**config.mk**
```make
export PLATFORM = sky130hd
export DESIGN_NAME = wtv_index
export DESIGN_NICKNAME = d
export VERILOG_FILES = /design/src/sv/wtv_pkg.sv /design/src/sv/wtv_index.sv
export SDC_FILE = /design/constraint.sdc
export NUM_CORES = 2
export LEC_CHECK = 0
export ABC_AREA = 1
export BUFFER_PORTS_ARGS = -buffer_cell sky130_fd_sc_hd__buf_2
export CAP_MARGIN = 20
export CELL_PAD_IN_SITES_DETAIL_PLACEMENT = 0
export CELL_PAD_IN_SITES_GLOBAL_PLACEMENT = 1
export CORE_AREA = 2 2 429 325
export CTS_CLUSTER_DIAMETER = 60
export CTS_CLUSTER_SIZE = 8
export DETAILED_ROUTE_END_ITERATION = 10
export DIE_AREA = 0 0 431 327
export GPL_ROUTABILITY_DRIVEN = 1
export HOLD_SLACK_MARGIN = 0.15
export PLACE_DENSITY = 0.92
export SYNTH_ARGS = -nofsm -noshare
export SYNTH_HDL_FRONTEND = slang
export SYNTH_SLANG_ARGS = --single-unit
```
**constraint.sdc**
```tcl
create_clock -name clk -period 15.1 [get_ports clk]
set_input_delay 2.265 -clock clk [delete_from_list [all_inputs] [get_ports clk]]
set_output_delay 2.265 -clock clk [all_outputs]
set_load 0.01 [all_outputs]
```
**src/sv/wtv_pkg.sv**
```systemverilog
// Shared types, constants and helpers of the windowed threshold veto.
// No dependencies; wtv_index, wtv_veto and the top level import this package.
package wtv_pkg;

  localparam int STORE_DEPTH = 1 << 20;
  localparam int STORE_AW    = $clog2(STORE_DEPTH);

  localparam logic CMD_LOAD  = 1'b0;
  localparam logic CMD_EVENT = 1'b1;

  // time index: floor((ns + 1) * rate / 1e9) by reciprocal multiplication
  localparam logic [29:0] NS_PER_S = 30'd1000000000;
  // floor(2^61 / 1e9), applied to the top 32 bits of a 47-bit dividend
  localparam logic [31:0] NS_RECIP = 32'd2305843009;

  typedef enum logic [2:0] {
    REG_THRESHOLD   = 3'd0,
    REG_WINDOW      = 3'd1,
    REG_RATE        = 3'd2,
    REG_SEG_START   = 3'd3,
    REG_TIME_LIMIT  = 3'd4,
    REG_MAX_RATIO   = 3'd5,
    REG_POWER_COEFF = 3'd6,
    REG_POWER_EXP   = 3'd7
  } cfg_reg_t;

  typedef struct packed {
    logic        [31:0] sample_threshold;
    logic        [19:0] window_samples;
    logic        [16:0] sample_rate_hz;
    logic        [30:0] segment_start_s;
    logic signed [21:0] time_limit_samples;
    logic signed [24:0] max_ratio;
    logic signed [31:0] power_coeff;
    logic signed [15:0] power_exponent;
  } cfg_regs_t;

  typedef struct packed {
    logic                oor;
    logic [STORE_AW-1:0] last;
    logic [STORE_AW-1:0] first;
  } idx_res_t;

  typedef struct packed {
    logic [20:0] count;
    logic [23:0] ratio;
  } veto_req_t;

  typedef enum logic [2:0] {
    ST_IDLE, ST_INDEX, ST_WALK, ST_DRAIN, ST_VSTART, ST_VETO, ST_FINISH
  } top_state_t;

  typedef enum logic [2:0] {
    IX_IDLE, IX_MUL, IX_DIV, IX_FIX, IX_SUM
  } idx_state_t;

  typedef enum logic [2:0] {
    VT_IDLE, VT_LOG, VT_MUL, VT_SCALE, VT_RATE, VT_ALIGN, VT_CMP
  } veto_state_t;

  // position of the leading one; zero input gives zero
  function automatic logic [4:0] msb_pos(input logic [23:0] v);
    logic [4:0] p;
    p = '0;
    for (int i = 0; i < 24; i++) begin
      if (v[i]) p = 5'(i);
    end
    return p;
  endfunction

endpackage

```
**src/sv/wtv_index.sv**
```systemverilog
// Trigger time to sample index: two multipliers, then a reciprocal multiply for 1/1e9.
// Depends on wtv_pkg (cfg_regs_t, idx_res_t, NS_PER_S, NS_RECIP).
module wtv_index import wtv_pkg::*; (
  input  logic        clk,
  input  logic        rst,
  input  logic        start,
  input  logic [30:0] event_seconds,
  input  logic [29:0] event_nanoseconds,
  input  cfg_regs_t   cfg,
  output logic        done,
  output idx_res_t    res
);
  idx_state_t state, state_next;

  logic signed [31:0]  diff;
  logic        [30:0]  nsp1;
  logic signed [49:0]  prod;
  logic        [46:0]  num;
  logic        [17:0]  q_est;
  logic        [18:0]  quo;
  logic        [63:0]  recip;
  logic        [47:0]  q_back;
  logic        [47:0]  rem;
  logic signed [50:0]  full;
  logic [STORE_AW-1:0] last;

  always_ff @(posedge clk) begin
    if (rst) state <= IX_IDLE;
    else     state <= state_next;
  end

  always_comb begin
    state_next = state;
    unique case (state)
      IX_IDLE: if (start) state_next = IX_MUL;
      IX_MUL:  state_next = IX_DIV;
      IX_DIV:  state_next = IX_FIX;
      IX_FIX:  state_next = IX_SUM;
      IX_SUM:  state_next = IX_IDLE;
      default: state_next = IX_IDLE;
    endcase
  end

  // estimate never exceeds the true quotient and is short by at most one
  always_comb begin
    recip  = 64'(num[46:15]) * 64'(NS_RECIP);
    q_back = 48'(q_est) * 48'(NS_PER_S);
    rem    = 48'(num) - q_back;
  end

  always_ff @(posedge clk) begin
    case (state)
      IX_IDLE: begin
        diff <= $signed({1'b0, event_seconds}) - $signed({1'b0, cfg.segment_start_s});
        nsp1 <= {1'b0, event_nanoseconds} + 31'd1;
      end
      IX_MUL: begin
        prod <= diff * $signed({1'b0, cfg.sample_rate_hz});
        num  <= 47'(nsp1) * 47'(cfg.sample_rate_hz);
      end
      IX_DIV: q_est <= recip[63:46];
      IX_FIX: quo   <= {1'b0, q_est} + 19'(rem >= 48'(NS_PER_S));
      default: ;
    endcase
  end

  always_comb begin
    full     = 51'(prod) + $signed({32'b0, quo});
    last     = full[STORE_AW-1:0];
    done     = (state == IX_SUM);
    res.oor  = full[50] || (full[49:STORE_AW] != '0);
    res.last = last;
    res.first = (last > cfg.window_samples) ? last - cfg.window_samples : '0;
  end
endmodule

```
# Yosys cells after proc, flatten, opt, wreduce, memory -nomap -nowiden
# Index checks and enable logic that the tools add are counted.
# op_classes
add_sub_neg	6
multipliers	4
order_cmp	2
eq_ne	5
muxes	3
n_reduce_logical	3
# ops
cell	count
multiplier 32 x 32 -> 64 bit (second input constant)	1
adder 50 x 20 -> 51 bit	1
multiplier 32 x 18 -> 50 bit	1
greater-or-equal comparator 48 x 30 -> 1 bit (second input constant)	1
subtractor 47 x 48 -> 48 bit	1
multiplier 31 x 17 -> 47 bit	1
multiplier 18 x 21 -> 39 bit (second input constant)	1
subtractor 31 x 31 -> 32 bit	1
adder 30 x 1 -> 31 bit (second input constant)	1
nonzero test 30 bit	1
> comparator 20 bit	1
2-to-1 mux 20 bit	1
subtractor 20 bit	1
adder 18 x 1 -> 19 bit	1
one-hot mux 3 bit (4 select lines)	1
== test 3 x 2 -> 1 bit (second input constant)	2
== test 3 x 1 -> 1 bit (second input constant)	1
== test 3 bit (second input constant)	1
zero test 3 bit	1
2-to-1 mux 3 bit	1
!= test 2 bit (second input constant)	1
logical OR 1 bit	1
# word_totals
regBits	200
inputBits	259
output_inout_bits	42
word_cells	30

# Longest topological paths before layout
# logic_depth
depth_word	4
ltp_mapped	49
depth_no_buf	49

# Worst setup path before layout
# No wires, ideal clock.
# synth_path
kind	reg2reg
from	register q_est[7]
to	register quo[17] (data pin)
setup_time_ns	0.267
t_arrival_ns	7.632
required_time_ns	14.833
setup_slack_ns	7.202
path_stages_with_launch	43
synth_period_minus_slack_ns	7.898
path_cell_list	edfxtp_1 -> inv_1 -> ha_1 -> fa_1 -> inv_1 -> fa_1 -> inv_1 -> fa_1 -> fa_1 -> fa_1 -> inv_1 -> ha_1 -> a21o_1 -> a31oi_1 -> o21ai_0 -> a21boi_2 -> o21bai_2 -> nand2_1 -> (+7 left out) -> nand3_1 -> nand4_1 -> nand2_1 -> nand2_1 -> nor2_1 -> nand2_1 -> nor2_1 -> nand4_1 -> ha_1 -> nand2_1 -> nor2_1 -> nand3_1 -> nor2_1 -> inv_1 -> nor4_1 -> nand2_1 -> nor2_1 -> xor2_1
# synth_via
elab_chain_cells	4
# synth_rtl
item	line_no	text
start, declared	wtv_index.sv:19	logic [17:0] q_est;
start signal, assigned	wtv_index.sv:61	IX_DIV: q_est <= recip[63:46];
multiplier 18 x 21 -> 39 bit	wtv_index.sv:47	q_back = 48'(q_est) * 48'(NS_PER_S);
subtractor 47 x 48 -> 48 bit	wtv_index.sv:48	rem = 48'(num) - q_back;
greater-or-equal comparator 48 x 30 -> 1 bit	wtv_index.sv:62	IX_FIX: quo <= {1'b0, q_est} + 19'(rem >= 48'(NS_PER_S));
adder 18 x 1 -> 19 bit (*)	wtv_index.sv:62	
end signal, assigned	wtv_index.sv:62	
end, declared	wtv_index.sv:20	logic [18:0] quo;
# Mark *: on every way between the ends. The rest lies on a longest branch, timed or not.
# A chain may end at the register's enable or synchronous reset.

# Worst setup path after layout
# Ends and elaborated chain as after synthesis.

==> qor.yml <==
final_layout:
  nets: 11670
  layout_commonest_cell: "inv_1"
  final_cell_mix: "2533 x inv_1, 2022 x nand2_1, 1410 x fa_1"
  drive_gt1_share_pct: 3.042
  area_growth_pct: 4.207
die:
  ios: 301
  die_h_um: 327
  die_w_um: 431
  dieArea_mm2: 0.1409
  rows: 118
  core-area_mm2: 0.1369
  start_util_pct: 53.67
yosys:
  syn-num-nets: 11690
  ys_ff_latch: 191
  postSynthCellCount: 9109
  avgSynthCellArea_um2: 8.064
  synth_warnings: 0
  synthFlopType: "edfxtp_1"
  synth.distinct_cells: 54
  syn-cell-area_mm2: 0.07346
  synthArstFlopShare_pct: 0
  synth-edff-count: 188
  yosysSeqAreaShare_pct: 7.767
sta:
  rsz0062_at_grt: "no"
  fin_skew_ns: 0.03582
  timing.max_slew.rel_slack_pct: 24.04
  fmax_ghz: 0.1031
  setup_viol: 0
  period_share_pct: 64.25
  finalCriticalPeriod_ns: 9.701
  tightestPinTransition_ns: 1.139
  hold_viol_final: 0
  setup-tns-final_ns: 0
  slew_viol_final: 0
hold_path:
  hold_path.class: "reg2reg"
  whs_path_depth: 1
  hold_end: "state[2]"
  hold_path.startpoint: "state[2]"
route:
  wl_per_cell_um: 18.83
  wl_mm: 205.4
  initialDrtViolationCount: 4767
  vias: 58370
  postRouteAntennaNets: 0
  via_per_inst: 5.351
  drc_errors: 0
  drt-pass1-iter-count: 5
setup_path:
  reg2reg_depth: 44
  cpPeakStageDelay_ns: 0.60
  crit_path_start_kind: "register"
  r2r_slack_ns: 5.40
  critPathSlowestCell: "fa_1"
  critPathKind: "reg2reg"
  cp_max_fo: 6
  crit-reg2reg-launch: "q_est[7]"
  crit_required_ns: 15.35
  end_kind: "register"
  reg2reg_to: "quo[17]"
  critical_path_arrival_ns: 9.95
  cpMostUsedCell: "nand2_1"
place:
  io_buffers: 173
  hpwl_mm: 172.6
  gp_congestion: 0.9808
clock_network:
  clock_sinks: 191
  hold_buffers: 0
  cts_resized: 0
  clock_latency_ns: 0.55
  h-tree-depth: 4
  clock_path_buffers: 2
  cts_tree: "done"
  cts_made_buffers: 17
  clockRootBuffer: "clkbuf_16"
  clk_pin_slew_worst_paths_ns: 0.08
  postCtsSetupBuffers: 0
grt:
  grt_pass1_vias: 61000
  grt_pass1_wl_mm: 331.0
  grt_max_degree: 80
  grtUsageTotal_pct: 30.12
  antenna_found_initial: 6
  grt_overflow_total: 0
flow_run:
  maxCapViolCount: 0
run_status:
  outcome: "complete, no violations"
==> sequential cells by signal (all words and copies together) (netlist names) <==
| register | count |
|---|---|
| num | 38 |
| q_est | 18 |
| state | 3 |
| nsp1 | 31 |
| quo | 19 |
| diff | 32 |
| prod | 50 |
==> critical path: cells and delay by family, from the launching register on <==
kind	cells	cell delay, ns
AOI/OAI and AO/OA	5	1.28
buffers and inverters	6	0.59
xor gates and xnor gates	2	0.24
and+or+nand+nor	22	2.78
adders and majority gates	9	4.00
DFF	1	0.56
==> metrics by stage <==
stage	hold WS [ns]	cell area (µm²)	cells	util, %	setup slack (ns)
floorplan	0.4463	73460	9109	-	7.202
global placement	0.5015	75960	10870	55.50	5.544
detailed placement	0.5288	75960	10870	55.50	5.531
CTS	0.5408	76540	10910	55.93	5.476
global route	0.5645	76540	10910	55.93	4.573
finish	0.5436	76550	10910	55.93	5.399
==> final cells by class <==
| class | instances | area, µm² |
|---|---|---|
| multi-input cells | 6139 | 57330 |
| fillers | 12680 | 60320 |
| flip-flops and latches | 191 | 5705 |
| clock inverters | 15 | 156.4 |
| inverters | 2533 | 9508 |
| well taps | 1800 | 2252 |
| diodes | 2 | 5.005 |
| clock buffers | 17 | 425.4 |
| repair buffers | 211 | 1161 |
==> layer usage <==
layer | vias up | share of wire, % | GRT usage [%] | wire length [µm]
li1 | 26970 | - | - | -
met5 | - | 0 | 0 | 0
met1 | 28680 | 47 | 45.96 | 95720
met4 | 0 | 1.9 | 5.973 | 3940
met3 | 246 | 11 | 7.391 | 21750
met2 | 2471 | 41 | 43.45 | 83990
==> worst max-delay path by stage <==
| stage | startpoint | endpoint | depth (start not counted) |
|---|---|---|---|
| 6_report | q_est[7] | quo[17] | 44 |
| 5_1_grt | q_est[7] | quo[17] | 41 |
| 4_1_cts | q_est[7] | quo[17] | 44 |
| 3_5_place_dp | q_est[7] | quo[17] | 44 |
| 3_3_place_gp | q_est[7] | quo[17] | 44 |
| 2_1_floorplan | q_est[7] | quo[17] | 42 |
==> synth_stat cells, types with 36 or more instances <==
| cell type | n | area, µm² |
|---|---|---|
| edfxtp_1 | 188 | 5645 |
| ha_1 | 907 | 11350 |
| xnor2_1 | 99 | 867.1 |
| inv_1 | 2533 | 9508 |
| a31oi_1 | 42 | 262.8 |
| clkbuf_1 | 244 | 915.9 |
| nand2_1 | 2022 | 7590 |
| xor2_1 | 168 | 1471 |
| o21ai_0 | 177 | 885.9 |
| a21oi_1 | 319 | 1597 |
| o21bai_1 | 36 | 270.3 |
| fa_1 | 1410 | 28230 |
| nor3_1 | 72 | 360.4 |
| nand3_1 | 182 | 910.9 |
| nor2_1 | 473 | 1775 |
| nand4_1 | 45 | 281.5 |
==> cell families after synthesis <==
kind of cell	count (synthesis)	synth area share [%]
adders and majority gates	2317	53.88
AOI/OAI and AO/OA	701	5.451
buffers and inverters	2779	14.21
xor gates and xnor gates	267	3.183
DFF	191	7.767
and+or+nand+nor	2854	15.52
Power is not shown: default switching activity piles up to over one toggle a cycle in this logic, so the estimate is an artifact.
