<file path="config.mk">
export PLATFORM = sky130hd
export DESIGN_NAME = wtv_veto
export DESIGN_NICKNAME = d
export VERILOG_FILES = /design/src/sv/wtv_pkg.sv /design/src/sv/wtv_veto.sv
export SDC_FILE = /design/constraint.sdc
export NUM_CORES = 2
export LEC_CHECK = 0
export BUFFER_PORTS_ARGS = -buffer_cell sky130_fd_sc_hd__buf_4
export CORE_ASPECT_RATIO = 1.2
export CORE_UTILIZATION = 35
export CTS_CLUSTER_SIZE = 30
export DETAILED_ROUTE_END_ITERATION = 8
export PLACE_DENSITY = 0.5
export SLEW_MARGIN = 10
export SYNTH_ARGS = -nofsm -noshare
export SYNTH_HDL_FRONTEND = slang
export SYNTH_SLANG_ARGS = --single-unit
</file>
<file path="constraint.sdc">
create_clock -name clk -period 6.6 [get_ports clk]
set_input_delay 0 -clock clk [delete_from_list [all_inputs] [get_ports clk]]
set_output_delay 0 -clock clk [all_outputs]
set_load 0.01 [all_outputs]
</file>
<file path="src/sv/wtv_pkg.sv">
// Shared types, constants and helpers of the windowed threshold veto.
// No dependencies; wtv_index, wtv_veto and the top level import this package.
package wtv_pkg;

  localparam int STORE_DEPTH = 1 << 20;
  localparam int STORE_AW    = $clog2(STORE_DEPTH);

  localparam logic CMD_LOAD  = 1'b0;
  localparam logic CMD_EVENT = 1'b1;

  // time index: floor((ns + 1) * rate / 1e9) by reciprocal multiplication
  localparam logic [29:0] NS_PER_S = 30'd1000000000;
  // floor(2^61 / 1e9), applied to the top 32 bits of a 47-bit dividend
  localparam logic [31:0] NS_RECIP = 32'd2305843009;

  typedef enum logic [2:0] {
    REG_THRESHOLD   = 3'd0,
    REG_WINDOW      = 3'd1,
    REG_RATE        = 3'd2,
    REG_SEG_START   = 3'd3,
    REG_TIME_LIMIT  = 3'd4,
    REG_MAX_RATIO   = 3'd5,
    REG_POWER_COEFF = 3'd6,
    REG_POWER_EXP   = 3'd7
  } cfg_reg_t;

  typedef struct packed {
    logic        [31:0] sample_threshold;
    logic        [19:0] window_samples;
    logic        [16:0] sample_rate_hz;
    logic        [30:0] segment_start_s;
    logic signed [21:0] time_limit_samples;
    logic signed [24:0] max_ratio;
    logic signed [31:0] power_coeff;
    logic signed [15:0] power_exponent;
  } cfg_regs_t;

  typedef struct packed {
    logic                oor;
    logic [STORE_AW-1:0] last;
    logic [STORE_AW-1:0] first;
  } idx_res_t;

  typedef struct packed {
    logic [20:0] count;
    logic [23:0] ratio;
  } veto_req_t;

  typedef enum logic [2:0] {
    ST_IDLE, ST_INDEX, ST_WALK, ST_DRAIN, ST_VSTART, ST_VETO, ST_FINISH
  } top_state_t;

  typedef enum logic [2:0] {
    IX_IDLE, IX_MUL, IX_DIV, IX_FIX, IX_SUM
  } idx_state_t;

  typedef enum logic [2:0] {
    VT_IDLE, VT_LOG, VT_MUL, VT_SCALE, VT_RATE, VT_ALIGN, VT_CMP
  } veto_state_t;

  // position of the leading one; zero input gives zero
  function automatic logic [4:0] msb_pos(input logic [23:0] v);
    logic [4:0] p;
    p = '0;
    for (int i = 0; i < 24; i++) begin
      if (v[i]) p = 5'(i);
    end
    return p;
  endfunction

endpackage

</file>
<file path="src/sv/wtv_veto.sv">
// Veto decision: time test and power-law bound via log2/exp2 approximation.
// Sequenced over several cycles, one multiplier per step. Depends on wtv_pkg.
module wtv_veto import wtv_pkg::*; (
  input  logic      clk,
  input  logic      rst,
  input  logic      start,
  input  veto_req_t req,
  input  cfg_regs_t cfg,
  output logic      done,
  output logic      vetoed
);
  veto_state_t state, state_next;

  logic        [20:0] cnt;
  logic        [23:0] rat;
  logic signed [20:0] lg;
  logic signed [36:0] prod;
  logic signed [8:0]  n;
  logic        [31:0] s;
  logic        [48:0] r;
  logic        [85:0] a, b;
  logic               a_big, b_big;

  logic [4:0]  e;
  logic [39:0] mant;
  logic [16:0] m;
  logic [47:0] cm;
  logic [36:0] lhs;
  logic [9:0]  k;
  logic tl_pos, mr_pos, c_pos, x_pos, time_hit, power_hit;

  always_ff @(posedge clk) begin
    if (rst) state <= VT_IDLE;
    else     state <= state_next;
  end

  always_comb begin
    state_next = state;
    unique case (state)
      VT_IDLE:  if (start) state_next = VT_LOG;
      VT_LOG:   state_next = VT_MUL;
      VT_MUL:   state_next = VT_SCALE;
      VT_SCALE: state_next = VT_RATE;
      VT_RATE:  state_next = VT_ALIGN;
      VT_ALIGN: state_next = VT_CMP;
      VT_CMP:   state_next = VT_IDLE;
      default:  state_next = VT_IDLE;
    endcase
  end

  always_comb begin
    e    = msb_pos(rat);
    mant = {rat, 16'b0} >> e;
    m    = {1'b1, prod[27:12]};
    cm   = cfg.power_coeff[30:0] * m;
    lhs  = {cnt, 16'b0};
    k    = 10'd0 - {n[8], n};
  end

  always_ff @(posedge clk) begin
    case (state)
      VT_IDLE: begin
        cnt <= req.count;
        rat <= req.ratio;
      end
      VT_LOG:   lg <= {e - 5'd16, mant[15:0]};
      VT_MUL:   prod <= lg * cfg.power_exponent;
      VT_SCALE: begin
        n <= prod[36:28];
        s <= cm[47:16];
      end
      VT_RATE:  r <= cfg.sample_rate_hz * s;
      VT_ALIGN: begin
        if (!n[8]) begin
          a     <= {49'b0, lhs};
          b     <= {37'b0, r} << n[5:0];
          b_big <= (r != '0) && (n >= 9'sd37);
          a_big <= 1'b0;
        end else begin
          a     <= {49'b0, lhs} << k[5:0];
          b     <= {37'b0, r};
          a_big <= (lhs != '0) && (k >= 10'd49);
          b_big <= 1'b0;
        end
      end
      default: ;
    endcase
  end

  always_comb begin
    tl_pos    = !cfg.time_limit_samples[21] && (cfg.time_limit_samples != '0);
    mr_pos    = !cfg.max_ratio[24] && (cfg.max_ratio != '0);
    c_pos     = !cfg.power_coeff[31] && (cfg.power_coeff != '0);
    x_pos     = !cfg.power_exponent[15] && (cfg.power_exponent != '0);
    time_hit  = ($signed({1'b0, rat}) < cfg.max_ratio) &&
                ($signed({1'b0, cnt}) > cfg.time_limit_samples);
    power_hit = (rat == '0) ? (cnt != '0) : (a_big || (!b_big && (a > b)));
    done      = (state == VT_CMP);
    vetoed    = 1'b0;
    if (tl_pos && mr_pos && (cfg.power_coeff[31] || cfg.power_exponent[15]))
      vetoed = time_hit;
    else if (tl_pos && mr_pos && c_pos && x_pos)
      vetoed = time_hit || power_hit;
  end
endmodule

</file>
After elaboration in Yosys (flattened, before gate mapping)
Cells that the tools add are included.
{"block": "totals", "regBits": 370, "latch_bits": 0, "mem_bits_rw": 0, "mem_bits_ro": 0, "input_bits": 243, "output_inout_bits": 2, "elab_cells": 93, "n_memories": 0}
{"block": "op_classes", "add_sub_neg": 2, "mul": 3, "n_div": 0, "order_cmp": 5, "n_eq_ne": 7, "shifts": 3, "muxes": 30, "bitwise_logic": 0, "n_reduce_logical": 29}
{"op": "two-way mux 5 bit", "n": 22}
{"op": "greater-than comparator 86 bit", "n": 1}
{"op": "<< shifter 37 x 6 -> 86 bit", "n": 1}
{"op": "<< shifter 49 x 6 -> 86 bit", "n": 1}
{"op": "multiplier 17 x 32 -> 49 bit", "n": 1}
{"op": "two-way mux 49 bit", "n": 1}
{"op": "nonzero test 49 bit", "n": 1}
{"op": "multiplier 31 x 17 -> 48 bit", "n": 1}
{"op": "right shift 40 x 5 -> 16 bit", "n": 1}
{"op": "multiplier 21 x 16 -> 37 bit", "n": 1}
{"op": "two-way mux 37 bit", "n": 1}
{"op": "nonzero test 37 bit", "n": 1}
{"op": "nonzero test 32 bit", "n": 1}
{"op": "less-than comparator 25 bit", "n": 1}
{"op": "nonzero test 25 bit", "n": 1}
{"op": "zero test 24 bit", "n": 1}
{"op": "greater-than comparator 22 bit", "n": 1}
{"op": "nonzero test 22 bit", "n": 1}
{"op": "nonzero test 21 bit", "n": 1}
{"op": "case mux 3 bit (6 select lines)", "n": 1}
{"op": "nonzero test 16 bit", "n": 1}
{"op": "logical AND 1 bit", "n": 12}
{"op": ">= comparator 10 x 6 -> 1 bit (second input constant)", "n": 1}
{"op": "subtractor 1 x 9 -> 10 bit (first input constant)", "n": 1}
{"op": "other kinds (11)", "n": 23}

Logic depth before layout (Yosys ltp)
{"block": "logic_depth", "depth_word": 24, "ltp_mapped": 26, "mapped_depth_nobuf": 25}

Worst setup path before layout
Ideal clock, no wire load.
{"block": "synth_timing", "kind": "register to register", "startpoint": "register s[10]", "endpoint": "register r[42] (data pin)", "setup_ns": 0.260, "t_arrival_ns": 6.227, "required_time_ns": 6.340, "setup_slack_ns": 0.113, "stages_incl_launch_ff": 23, "n_path_buf": 1, "synth_period_minus_slack_ns": 6.487, "path_cell_list": "edfxtp_1 > clkbuf_1 > nand2_1 > fa_1 > fa_1 > fa_1 > fa_1 > inv_1 > fa_1 > inv_1 > fa_1 > inv_1 > ha_1 > a211o_1 > and2_4 > a21o_1 > o31a_1 > o21ai_2 > o21ai_1 > a21o_1 > a31o_1 > a311oi_2 > xnor2_1"}
{"block": "synth_via", "elab_chain_cells": 1}
{"element": "start, declared", "line_no": "wtv_veto.sv:19", "text": "logic [31:0] s;"}
{"element": "start signal, assigned", "line_no": "wtv_veto.sv:70", "text": "s <= cm[47:16];"}
{"element": "multiplier 17 x 32 -> 49 bit", "line_no": "wtv_veto.sv:72", "text": "VT_RATE: r <= cfg.sample_rate_hz * s;"}
{"element": "end signal, assigned", "line_no": "wtv_veto.sv:72"}
{"element": "end, declared", "line_no": "wtv_veto.sv:20", "text": "logic [48:0] r;"}
No other way between the ends.
A chain may end at the register's enable or synchronous reset.

Final worst setup path
{"block": "layout_timing", "startpoint": "register s[6]", "endpoint": "register r[47] (data pin)"}
Same word-level chain as after synthesis.

==> results.ini <==
[status]
outcome = complete, but fails checks
violations = DRC

[global_route]
antenna_found_initial = 5
grt_use_total_pct = 20.66
grt_overflow = 0
grt_pass1_vias = 52570
grt_pass1_wl_um = 302400
grt_max_degree = 76

[cts]
htreeDepth = 2
clockBufferDepth = 3
cts_made_buffers = 46
clock_latency_ps = 650
clk_pin_slew_ps = 60
clockRootBuffer = clkbuf_16
cts_tree = yes
clkSinkCount = 342

[detailed_routing]
drt_iter0_drc = 2850
viasPerCell = 4.947
detail-route-antenna-nets = 0
wl_um = 192600
drc_errors = 26
wl_per_cell_um = 19.53
drt_first_pass_iters = 8
vias = 48770

[worst_setup_path]
path_max_fanout = 5
worst_path_most_repeated_cell = fa_1
critical_path_class = reg2reg
max_stage_delay_ps = 540
critical_path.cell_chain = buf_6 -> buf_6 -> buf_12 -> and2_4 -> fa_1 -> fa_1 -> fa_1 -> fa_1 -> fa_1 -> inv_1 -> fa_1 -> inv_1 -> ha_1 -> nand4_1 -> nor4_2 -> a21oi_2 -> a2111oi_4 -> o21ai_2 -> a31oi_2 -> o22ai_2 -> o31ai_2 -> xor2_1
critPathSlowestCell = fa_1
critPathTopFamily = adder cells
start_kind = flip-flop
cp-end-kind = flip-flop
crit_required_ps = 6970
cp.arrival_ps = 6910
path_buf_inv = 5

[synthesis]
synth_top_flop_cell = edfxtp_1
synth_top_area_share_pct = 37.13
yosysWarnings = 0
synth_area_sq_mm = 0.06534
synthTopCellsByArea = fa_1 (37%), edfxtp_1 (16%), inv_1 (9.4%)
synth-seq-area-share_pct = 15.67
synthesis.nets = 9001
ys_ff_latch = 342
syn_avg_cell_area_sq_um = 9.207
syn_inst = 7097
synth_top_cell_by_area = fa_1
async_flop_share_pct = 0
synth_edf_count = 339
synthDistinctLibCells = 80

[place]
portBuffers = 161
dp_hpwl_um = 157000
numPlacedInstances = 9667
place.gp.congestion = 0.8863

[timing]
setup_viol = 0
finalHoldViolations = 0
grt_setup_unrepaired = true
slew_headroom_pct = 25.35
fin_crit_sh_pct = 99.05
worst_hold_slack_ps = 68.56
period_minus_slack_ps = 6537
tightest_slew_ps = 1120
fin_skew_ps = 43.00
fin_tns_setup_ps = 0
slew_viol_final = 0
max_freq_mhz = 153.0

[floorplanning]
dieArea_sq_mm = 0.1884
die_h_um = 475.3
die_w_um = 396.4
rows = 173
floorplan.initialDensity_pct = 35.26
io-pin-count = 245
core_area_sq_mm = 0.1853

[run]
drv_cap = 0

[min_path]
min_path_type = in2reg

[cells_and_area]
final_cells = 9859
ff_latch_area_sq_mm = 0.01024
final_nets = 9272
fill_cells = 18750
drive_gt1_share_pct = 11.37
multi_input_area_sq_mm = 0.04836
syn2layout_area_growth_pct = 13.91

through the flow:
| step | instance area, sq um | setup WS [ps] | util (%) |
|---|---|---|---|
| floorplan | 65340 | 112.6 | - |
| global placement | 70880 | -14.63 | 38.25 |
| detailed placement | 70880 | -76.06 | 38.25 |
| CTS | 73180 | 3.000 | 39.49 |
| global route | 74430 | -196.2 | 40.17 |
| finish | 74430 | 62.61 | 40.17 |
cell families after synthesis:
logic type | count (synthesis) | synth area share (%)
flip-flops | 342 | 15.67
XOR/XNOR | 115 | 1.541
buffers and inverters | 1980 | 11.40
AO/OA/AOI/OAI | 705 | 6.873
adder cells (fa/ha/maj) | 1661 | 45.73
multiplexers | 181 | 3.715
AND/OR/NAND/NOR | 2113 | 15.07
Yosys cell counts (5+ instances only):
cell type and instances:
a211oi_1 30, a21boi_0 5, a21o_1 86, a21oi_1 184
a22o_1 18, a22oi_1 20, a31oi_1 21, and2_1 506
and3_1 12, and4_1 7, buf_1 16, buf_2 14
clkbuf_1 306, edfxtp_1 339, fa_1 1212, ha_1 449
inv_1 1638, mux2_2 32, mux2i_1 103, mux4_2 46
nand2_1 1087, nand2b_1 25, nand3_1 32, nand4_1 48
nor2_1 241, nor2b_1 36, nor3_1 44, nor4_1 51
o211ai_1 12, o21a_1 24, o21ai_0 164, o21ba_2 5
o21bai_1 16, o22ai_1 52, o31ai_1 12, or3_1 7
xnor2_1 84, xor2_1 31
layout by cell type, fill, tap and decap left out, drive strengths merged, types with 20 or more instances in the layout:
cell / instances
mux4: 46
a31oi: 21
nor2: 241
nor2b: 36
a21o: 86
fa: 1212
nand3: 32
nand4: 48
ha: 449
nand2: 1087
buf: 508
nand2b: 25
o22ai: 52
a21oi: 185
nor4: 51
xnor2: 84
inv: 1646
xor2: 31
o21ai: 169
mux2i: 103
o21a: 24
mux2: 32
dlygate4sd3: 48
a211oi: 30
nor3: 45
a22oi: 20
edfxtp: 339
and2: 507
clkbuf: 53
per-layer routing:
layer  routed length, um  share of wire [%]  global-route usage (%)
met5                  20              0.010                       0
met4                5694                3.0                   5.642
met3                7721                4.0                   2.039
met2               97290                 51                   36.78
met1               81860                 43                   26.55
what timing repair did:
action | in CTS | in global routing
hold endpoints to repair | 49 | 0
buffers inserted | 8 | 45
pin swaps | 13 | 135
gates cloned | 1 | 3
resized for setup | 8 | 202
setup endpoints to repair | 11 | 41
hold buffers | 48 | 0
sequential cells by signal, indices dropped and copies added, names as in the netlist:
name and flops:
s 32, cnt 21, r 49, n 9, a_big 1, rat 24
state 3, prod 25, b_big 1, a 70, b 86, lg 21
worst reg2reg max path: stages (launching register included):
cell       delay, ps
edfxtp_1         400
buf_6            140
buf_6            120
buf_12           120
and2_4           150
fa_1             480
fa_1             520
fa_1             490
fa_1             450
fa_1             540
inv_1             50
fa_1             470
inv_1             40
ha_1             380
nand4_1          140
nor4_2           290
a21oi_2          140
a2111oi_4        500
o21ai_2          140
a31oi_2          230
o22ai_2          120
o31ai_2          260
xor2_1           100
path summary, 6_finish.rpt:
check           start     end  slack (ps)  cells after the start
min reg2reg  prod[29]    n[1]         420                      0
min            req[2]  rat[2]          70                      2
max reg2reg      s[6]   r[47]          60                     22
max              s[6]   r[47]          60                     22
area by class of cell:
| class | instances | share of cell area (%) |
|---|---|---|
| diodes | 5 | 0.01681 |
| inverters | 1643 | 8.286 |
| well taps | 2450 | 4.118 |
| flip-flops and latches | 342 | 13.76 |
| clock inverters | 34 | 0.6858 |
| multi-input cells | 4775 | 64.97 |
| repair buffers | 560 | 6.601 |
| clock buffers | 50 | 1.567 |
Power is left out: the tool's default activity adds up to more than one toggle a clock period on the data nets, which glitch-free logic cannot reach.
